`src/design/sorted_min_priority_queue_core_macros.svh`:
```
// Assertion macros shared by the queue RTL.
`ifndef SORTED_MIN_PRIORITY_QUEUE_CORE_MACROS_SVH
`define SORTED_MIN_PRIORITY_QUEUE_CORE_MACROS_SVH

`ifndef ASSERT_OFF
// Same-cycle implication, disabled while reset is high.
`define SMPQ_ASSERT_IMP(label, clk, rst, ante, cons) \
   label: assert property (@(posedge clk) disable iff (rst) (ante) |-> (cons)) \
      else $error("queue assertion failed");
// Next-cycle implication, disabled while reset is high.
`define SMPQ_ASSERT_NXT(label, clk, rst, ante, cons) \
   label: assert property (@(posedge clk) disable iff (rst) (ante) |=> (cons)) \
      else $error("queue assertion failed");
`else
`define SMPQ_ASSERT_IMP(label, clk, rst, ante, cons)
`define SMPQ_ASSERT_NXT(label, clk, rst, ante, cons)
`endif

`endif

```
`src/design/smpq_pkg.sv`:
```
`default_nettype none

package smpq_pkg;

   localparam int VALUE_W  = 32;
   localparam int STATUS_W = 2;
   localparam int CAP_W    = 5;

   localparam logic [CAP_W-1:0] CAP_RESET = 5'd16;

   localparam logic OP_ENQUEUE = 1'b0;
   localparam logic OP_DEQUEUE = 1'b1;

   localparam logic [STATUS_W-1:0] ST_OK    = 2'd0;
   localparam logic [STATUS_W-1:0] ST_FULL  = 2'd1;
   localparam logic [STATUS_W-1:0] ST_EMPTY = 2'd2;

   localparam logic signed [VALUE_W-1:0] EMPTY_VALUE = -32'sd1;
   localparam logic signed [VALUE_W-1:0] ENQ_VALUE   = 32'sd0;

   // Command broadcast from the controller to every cell of the chain.
   typedef struct packed {
      logic                       enq;
      logic                       deq;
      logic signed [VALUE_W-1:0]  value;
   } smpq_cmd_type;

endpackage

`default_nettype wire

```
`src/design/smpq_cell.sv`:
```
`default_nettype none

module smpq_cell
   import smpq_pkg::*;
(
   input  wire logic                      clock,
   input  wire smpq_cmd_type              cmd,
   input  wire logic                      occupied,
   input  wire logic                      at_tail,
   input  wire logic                      prev_gt,
   input  wire logic signed [VALUE_W-1:0] prev_value,
   input  wire logic signed [VALUE_W-1:0] next_value,
   output logic signed [VALUE_W-1:0]      value_out,
   output logic                           gt_out
);

   logic signed [VALUE_W-1:0] value_ff;
   logic signed [VALUE_W-1:0] value_in;
   logic                      take;

   // The array is sorted, so the cells holding entries larger than the new
   // value form one contiguous run at the back of the occupied region.
   assign gt_out    = occupied && ($signed(value_ff) > $signed(cmd.value));
   assign take      = gt_out || at_tail;
   assign value_out = value_ff;

   always_comb begin
      value_in = value_ff;
      if (cmd.enq && take) begin
         value_in = prev_gt ? prev_value : cmd.value;
      end else if (cmd.deq) begin
         value_in = next_value;
      end
   end

   always_ff @(posedge clock) begin
      value_ff <= value_in;
   end

endmodule

`default_nettype wire

```
`src/design/sorted_min_priority_queue_core.sv`:
```
// Sorted minimum priority queue.
// Input channel (req_valid/req_ready): req_op selects enqueue of req_value
// or dequeue of the smallest entry. Result channel (rsp_valid/rsp_ready):
// one beat per request with rsp_result_value and rsp_status (ok, full on a
// rejected enqueue, empty on a dequeue from an empty queue, which returns -1).
// csr_we/csr_wdata write the capacity limit; the effective limit is the
// smaller of that value and DEPTH.
// The registered result is valid in the cycle after accept. Throughput is
// one item per cycle unless the receiver stalls: each of the DEPTH cells
// compares its entry with the new value and takes its neighbor's entry or
// the new value in the same cycle; a dequeue shifts the whole chain forward.
// The result sits in an output register; a new request is taken in the
// cycle that register is empty or being drained, so a stalled receiver
// stalls the requester after one held result.
// Synchronous reset empties the queue, sets capacity to 16 and drops any
// pending result. No clearing pass is needed.
`default_nettype none

`include "sorted_min_priority_queue_core_macros.svh"

module sorted_min_priority_queue_core
   import smpq_pkg::*;
#(
   parameter int DEPTH = 16
) (
   input  wire logic                      clock,
   input  wire logic                      reset,
   input  wire logic                      req_valid,
   output logic                           req_ready,
   input  wire logic                      req_op,
   input  wire logic signed [VALUE_W-1:0] req_value,
   output logic                           rsp_valid,
   input  wire logic                      rsp_ready,
   output logic signed [VALUE_W-1:0]      rsp_result_value,
   output logic [STATUS_W-1:0]            rsp_status,
   input  wire logic                      csr_we,
   input  wire logic [CAP_W-1:0]          csr_wdata
);

   localparam int CW = $clog2(DEPTH + 1);
   localparam int LW = (CW > CAP_W) ? CW : CAP_W;

   logic [CW-1:0]             occ_ff, occ_in;
   logic [CAP_W-1:0]          capacity_ff;
   logic                      rsp_valid_ff, rsp_valid_in;
   logic signed [VALUE_W-1:0] rsp_value_ff, rsp_value_in;
   logic [STATUS_W-1:0]       rsp_status_ff, rsp_status_in;

   logic                      accept;
   logic                      full;
   logic                      empty;
   smpq_cmd_type              cmd;

   logic signed [VALUE_W-1:0] cell_value [DEPTH];
   logic                      cell_gt    [DEPTH];

   assign req_ready = !reset && (!rsp_valid_ff || rsp_ready);
   assign accept    = req_valid && req_ready;

   assign full  = (LW'(occ_ff) >= LW'(capacity_ff)) || (occ_ff == CW'(DEPTH));
   assign empty = (occ_ff == '0);

   assign cmd.enq   = accept && (req_op == OP_ENQUEUE) && !full;
   assign cmd.deq   = accept && (req_op == OP_DEQUEUE) && !empty;
   assign cmd.value = req_value;

   for (genvar i = 0; i < DEPTH; i++) begin : g_cell
      logic                      prev_gt;
      logic signed [VALUE_W-1:0] prev_value;
      logic signed [VALUE_W-1:0] next_value;

      if (i == 0) begin : g_head
         assign prev_gt    = 1'b0;
         assign prev_value = cell_value[0];
      end else begin : g_body
         assign prev_gt    = cell_gt[i-1];
         assign prev_value = cell_value[i-1];
      end

      if (i == DEPTH - 1) begin : g_tail
         assign next_value = cell_value[i];
      end else begin : g_mid
         assign next_value = cell_value[i+1];
      end

      smpq_cell u_cell (
         .clock      (clock),
         .cmd        (cmd),
         .occupied   (CW'(i) < occ_ff),
         .at_tail    (CW'(i) == occ_ff),
         .prev_gt    (prev_gt),
         .prev_value (prev_value),
         .next_value (next_value),
         .value_out  (cell_value[i]),
         .gt_out     (cell_gt[i])
      );
   end

   always_comb begin
      occ_in = occ_ff;
      if (cmd.enq) begin
         occ_in = occ_ff + CW'(1);
      end else if (cmd.deq) begin
         occ_in = occ_ff - CW'(1);
      end
   end

   always_comb begin
      rsp_value_in  = rsp_value_ff;
      rsp_status_in = rsp_status_ff;
      rsp_valid_in  = rsp_valid_ff && !rsp_ready;
      if (accept) begin
         rsp_valid_in = 1'b1;
         unique case (req_op)
            OP_ENQUEUE: begin
               rsp_value_in  = ENQ_VALUE;
               rsp_status_in = full ? ST_FULL : ST_OK;
            end
            OP_DEQUEUE: begin
               rsp_value_in  = empty ? EMPTY_VALUE : cell_value[0];
               rsp_status_in = empty ? ST_EMPTY : ST_OK;
            end
            default: begin
               rsp_value_in  = ENQ_VALUE;
               rsp_status_in = ST_OK;
            end
         endcase
      end
   end

   always_ff @(posedge clock) begin
      if (reset) begin
         occ_ff       <= '0;
         capacity_ff  <= CAP_RESET;
         rsp_valid_ff <= 1'b0;
      end else begin
         occ_ff       <= occ_in;
         rsp_valid_ff <= rsp_valid_in;
         if (csr_we) begin
            capacity_ff <= csr_wdata;
         end
      end
   end

   always_ff @(posedge clock) begin
      rsp_value_ff  <= rsp_value_in;
      rsp_status_ff <= rsp_status_in;
   end

   assign rsp_valid        = rsp_valid_ff;
   assign rsp_result_value = rsp_value_ff;
   assign rsp_status       = rsp_status_ff;

   `SMPQ_ASSERT_IMP(a_occ_bound, clock, reset, 1'b1, occ_ff <= CW'(DEPTH))
   `SMPQ_ASSERT_NXT(a_enq_grows, clock, reset, cmd.enq, occ_ff == $past(occ_ff) + CW'(1))
   `SMPQ_ASSERT_NXT(a_full_holds, clock, reset, accept && (req_op == OP_ENQUEUE) && full, (occ_ff == $past(occ_ff)) && (rsp_status == ST_FULL))
   `SMPQ_ASSERT_NXT(a_empty_deq, clock, reset, accept && (req_op == OP_DEQUEUE) && empty, rsp_valid && (rsp_status == ST_EMPTY) && (rsp_result_value == EMPTY_VALUE))

endmodule

`default_nettype wire
```
`config.mk`:
```
export PLATFORM = sky130hd
export DESIGN_NAME = sorted_min_priority_queue_core
export DESIGN_NICKNAME = d
export VERILOG_FILES = /design/src/design/smpq_pkg.sv /design/src/design/smpq_cell.sv /design/src/design/sorted_min_priority_queue_core.sv
export VERILOG_INCLUDE_DIRS = /design/src /design/src/design
export SDC_FILE = /design/constraint.sdc
export NUM_CORES = 2
export LEC_CHECK = 0
export ABC_AREA = 1
export BUFFER_PORTS_ARGS = -buffer_cell sky130_fd_sc_hd__buf_4
export CAP_MARGIN = 20
export CELL_PAD_IN_SITES_DETAIL_PLACEMENT = 0
export CELL_PAD_IN_SITES_GLOBAL_PLACEMENT = 1
export CORE_MARGIN = 8
export CORE_UTILIZATION = 25
export CTS_CLUSTER_SIZE = 14
export DETAILED_ROUTE_END_ITERATION = 7
export PLACE_DENSITY = 0.55
export REMOVE_ABC_BUFFERS = 1
export SLEW_MARGIN = 10
export SYNTH_ARGS = -nofsm -noshare
export SYNTH_HDL_FRONTEND = slang
export SYNTH_SLANG_ARGS = --single-unit
```
`constraint.sdc`:
```
create_clock -name clock -period 11.92 [get_ports clock]
set_input_delay 1.192 -clock clock [delete_from_list [all_inputs] [get_ports clock]]
set_output_delay 1.192 -clock clock [all_outputs]
set_load 0.05 [all_outputs]
```
==> flow_metrics.py <==
metrics = {
    "run_status": {
        "outcome": "finished clean",
    },
    "power_and_ir_drop": {
        "internal_power_mw": 3.88,
        "seqPwrFrac_pct": 39.5,
        "total_power_mw": 5.90,
        "swShare_pct": 34.2,
        "peakVddDrop_mv": 0.0854,
        "power_leakage_nw": 23.2,
        "switching_power_mw": 2.02,
        "pwr-share-clk_pct": 38.8,
        "powerDensity_nw_per_um2": 120,
        "pwr-share-comb_pct": 21.7,
    },
    "hold_path": {
        "hold_class": "flip-flop to flip-flop",
        "worstHoldStart": "capacity_ff[2]",
        "hold_depth": 2,
        "holdPathEnd": "capacity_ff[2]",
    },
    "clock_tree": {
        "cts.sinks": 557,
        "post_cts_buffers": 0,
        "cts_root_buf": "clkbuf_16",
        "cts-htree-levels": 3,
        "clock_latency_ps": 690,
        "cts_buffer_depth": 3,
        "cts_inserted_buffers": 74,
        "cts_hold_buffers": 0,
        "cts.clk_slew.worst_paths_ps": 50,
        "cts_tree": "done",
        "postCtsResizedCells": 0,
    },
    "global_route": {
        "grt_pass1_vias": 40400,
        "antenna_found_initial": 5,
        "grt_use_total_pct": 21.2,
        "grt_pass1_wl_um": 294000,
        "grt_max_degree": 66,
        "overflow": 0,
    },
    "synth": {
        "synth_top_area_cell": "edfxtp_1",
        "synth_common_cells": "nand2_1, edfxtp_1, ha_1, nand4_1, a21oi_1",
        "synth_edf_count": 546,
        "synth_most_common_cell": "nand2_1",
        "yosys_register_bits": 557,
        "postSynthCellCount": 5862,
        "synthDistinctLibCells": 47,
        "synth-seq-area-share_pct": 38.1,
        "synth_top_area_share_pct": 37.6,
        "synth_area_leaders": "edfxtp_1, nand2_1, ha_1",
        "syn-cell-area_um2": 43600,
        "synth.avg_cell_area_um2": 7.44,
        "async_reset_ff_share_pct": 0,
        "ys_warn_count": 0,
        "synthFlopType": "edfxtp_1",
    },
    "floorplan": {
        "initial_core_util_pct": 25.1,
        "pin_count": 79,
        "die_area_um2": 188000,
        "dieWidth_um": 434,
        "rows": 153,
        "core_um2": 174000,
        "fp.dieH_um": 434,
    },
    "timing": {
        "finalCritPeriodShare_pct": 51.0,
        "setup_viol": 0,
        "worstMarginPinSlew_ps": 1180,
        "rsz0062_at_grt": "no",
        "fmax_mhz": 164,
        "tns_ps": 0,
        "hold_viol": 0,
        "min_period_ps": 6080,
        "fin_skew_ps": 33.3,
        "fin_ws_ps": 5840,
        "slew_violations": 0,
        "slew_headroom_pct": 21.2,
    },
    "final_layout": {
        "final_util_pct": 28.2,
        "nets": 6358,
        "instances_no_fill": 8172,
        "syn2layout_area_growth_pct": 12.3,
        "multi_input_area_um2": 24800,
        "seqCellArea_um2": 16600,
        "fillers": 19100,
        "final_layout_size_suffix_gt1_share_pct": 6.55,
    },
    "detailed_routing": {
        "drc": 0,
        "drt_wl_total_um": 205000,
        "drt_iter0_drc": 3752,
        "viasPerCell": 5.09,
        "route.vias.total": 41600,
        "wire_per_inst_um": 25.1,
        "ant_nets": 0,
        "firstDrtPassIters": 6,
    },
    "place": {
        "dp_hpwl_um": 144000,
        "pre_cts_slack_ps": 5110,
        "dp_cells": 8040,
        "place_congestion": 0.861,
        "io_buffers": 78,
    },
    "critical_path": {
        "worstPathCellList": "buf_4 -> inv_1 -> buf_4 -> ha_1 -> nand2_1 -> nand2_1 -> nand3_1 -> nand2_1 -> nand2_1 -> nand2_1 -> a21oi_1 -> nand3_2 -> nand3_2 -> buf_4 -> nand2_1 -> nand2_1 -> buf_4 -> nand2_1 -> buf_4",
        "r2r_cells": 11,
        "critPathArrivalTime_ps": 6460,
        "regToRegSetupSlack_ps": 7040,
        "cp_top_family": "buffers and inverters",
        "r2r_end": "g_cell[12].u_cell.value_out[25]",
        "cp-start-kind": "input port",
        "crit_path_max_incr_delay_ps": 690,
        "crit_buf_inv": 6,
        "cp-end-kind": "flip-flop",
        "r2r-start": "occ_ff[4]",
        "crit_required_ps": 12300,
        "worstPathMaxFanout": 33,
        "path_depth": 19,
        "crit_path_frequent_cell": "nand2_1",
        "path_class": "input port to flip-flop",
        "cpMaxStageDelayCell": "inv_1",
    },
    "flow_run": {
        "maxCapViolations": 0,
    },
}
-- per-layer routing --
layer  global-route usage (%)  wire length [um]  part of all wire [%]  vias up
li1                         -                 -                     -    19600
met1                     28.1             90100                    44    20400
met2                     35.4             95600                    47     1311
met3                     3.11             11600                   5.7      333
met4                     6.90              7820                   3.8        0
met5                        0                 0                     0        -
-- worst min-delay path: stages, from the launching register on --
cell	delay, ps
dfxtp_1	290
inv_1	70
a21oi_1	60
-- kinds of logic after synthesis --
logic type	Yosys count	share of synthesized area, %
XOR/XNOR	2	0.0402
AND/OR/NAND/NOR	3824	36.4
buffers and inverters	556	5.29
AO/OA/AOI/OAI	401	5.14
flip-flops	557	38.1
adder cells (fa/ha/maj)	522	15.0
-- sequential cells by signal (all words and copies together) (netlist names) --
signal,flops
g_cell.u_cell.value_out,512
rsp_result_value,32
capacity_ff,5
occ_ff,5
rsp_status,2
rsp_valid,1
-- worst max path at each step --
stage,slack [ps],endpoint,startpoint
finish,5840,g_cell[9].u_cell.value_out[10],req_value[17]
global route,5650,g_cell[9].u_cell.value_out[0],req_value[17]
CTS,5840,g_cell[6].u_cell.value_out[22],req_value[23]
detailed placement,5110,g_cell[6].u_cell.value_out[21],req_value[23]
global placement,5150,g_cell[6].u_cell.value_out[21],req_value[23]
floorplan,6000,g_cell[13].u_cell.value_out[0],req_value[31]
-- metrics by stage --
step	cell area (um^2)	hold slack, ps
detailed placement	46600	463
CTS	48900	472
finish	49000	465
floorplan	42100	437
global placement	46600	464
global route	49000	488
-- power groups by stage --
stage	combinational (mW)	sequential, mW	clock (mW)
after global routing	1.42	2.33	2.40
after floorplan	0.727	2.35	0
after CTS	1.27	2.33	2.34
final	1.28	2.33	2.29
after detailed placement	1.27	2.37	0
after global placement	1.26	2.37	0
-- cells in the final DEF, fill, tap and decap left out, types with 4 or more instances in the layout --
| cell type | count |
|---|---|
| nand2_2 | 10 |
| clkbuf_1 | 15 |
| o21ai_0 | 46 |
| dfxtp_1 | 11 |
| clkbuf_16 | 76 |
| clkinv_2 | 11 |
| inv_2 | 4 |
| a21oi_4 | 5 |
| nand2_1 | 3018 |
| nor2_1 | 196 |
| nand3_2 | 23 |
| a21oi_2 | 16 |
| clkinvlp_4 | 4 |
| bufinv_16 | 6 |
| clkinv_1 | 7 |
| a21oi_1 | 274 |
| edfxtp_1 | 546 |
| nor3_1 | 6 |
| a21o_1 | 15 |
| o21a_1 | 31 |
| nand3_1 | 71 |
| buf_4 | 200 |
| nand4_1 | 482 |
| inv_1 | 202 |
| ha_1 | 522 |
| diode_2 | 4 |
-- final cells by class --
type / instances / area share [%]
Multi-Input combinational cell: 4749 / 50.6
Inverter: 207 / 1.60
Sequential cell: 557 / 33.9
Antenna cell: 4 / 0.0204
Clock buffer: 91 / 4.00
Clock inverter: 35 / 0.759
Tap cell: 2325 / 5.94
Timing Repair Buffer: 204 / 3.19
Power figures use the tool's default switching activity.
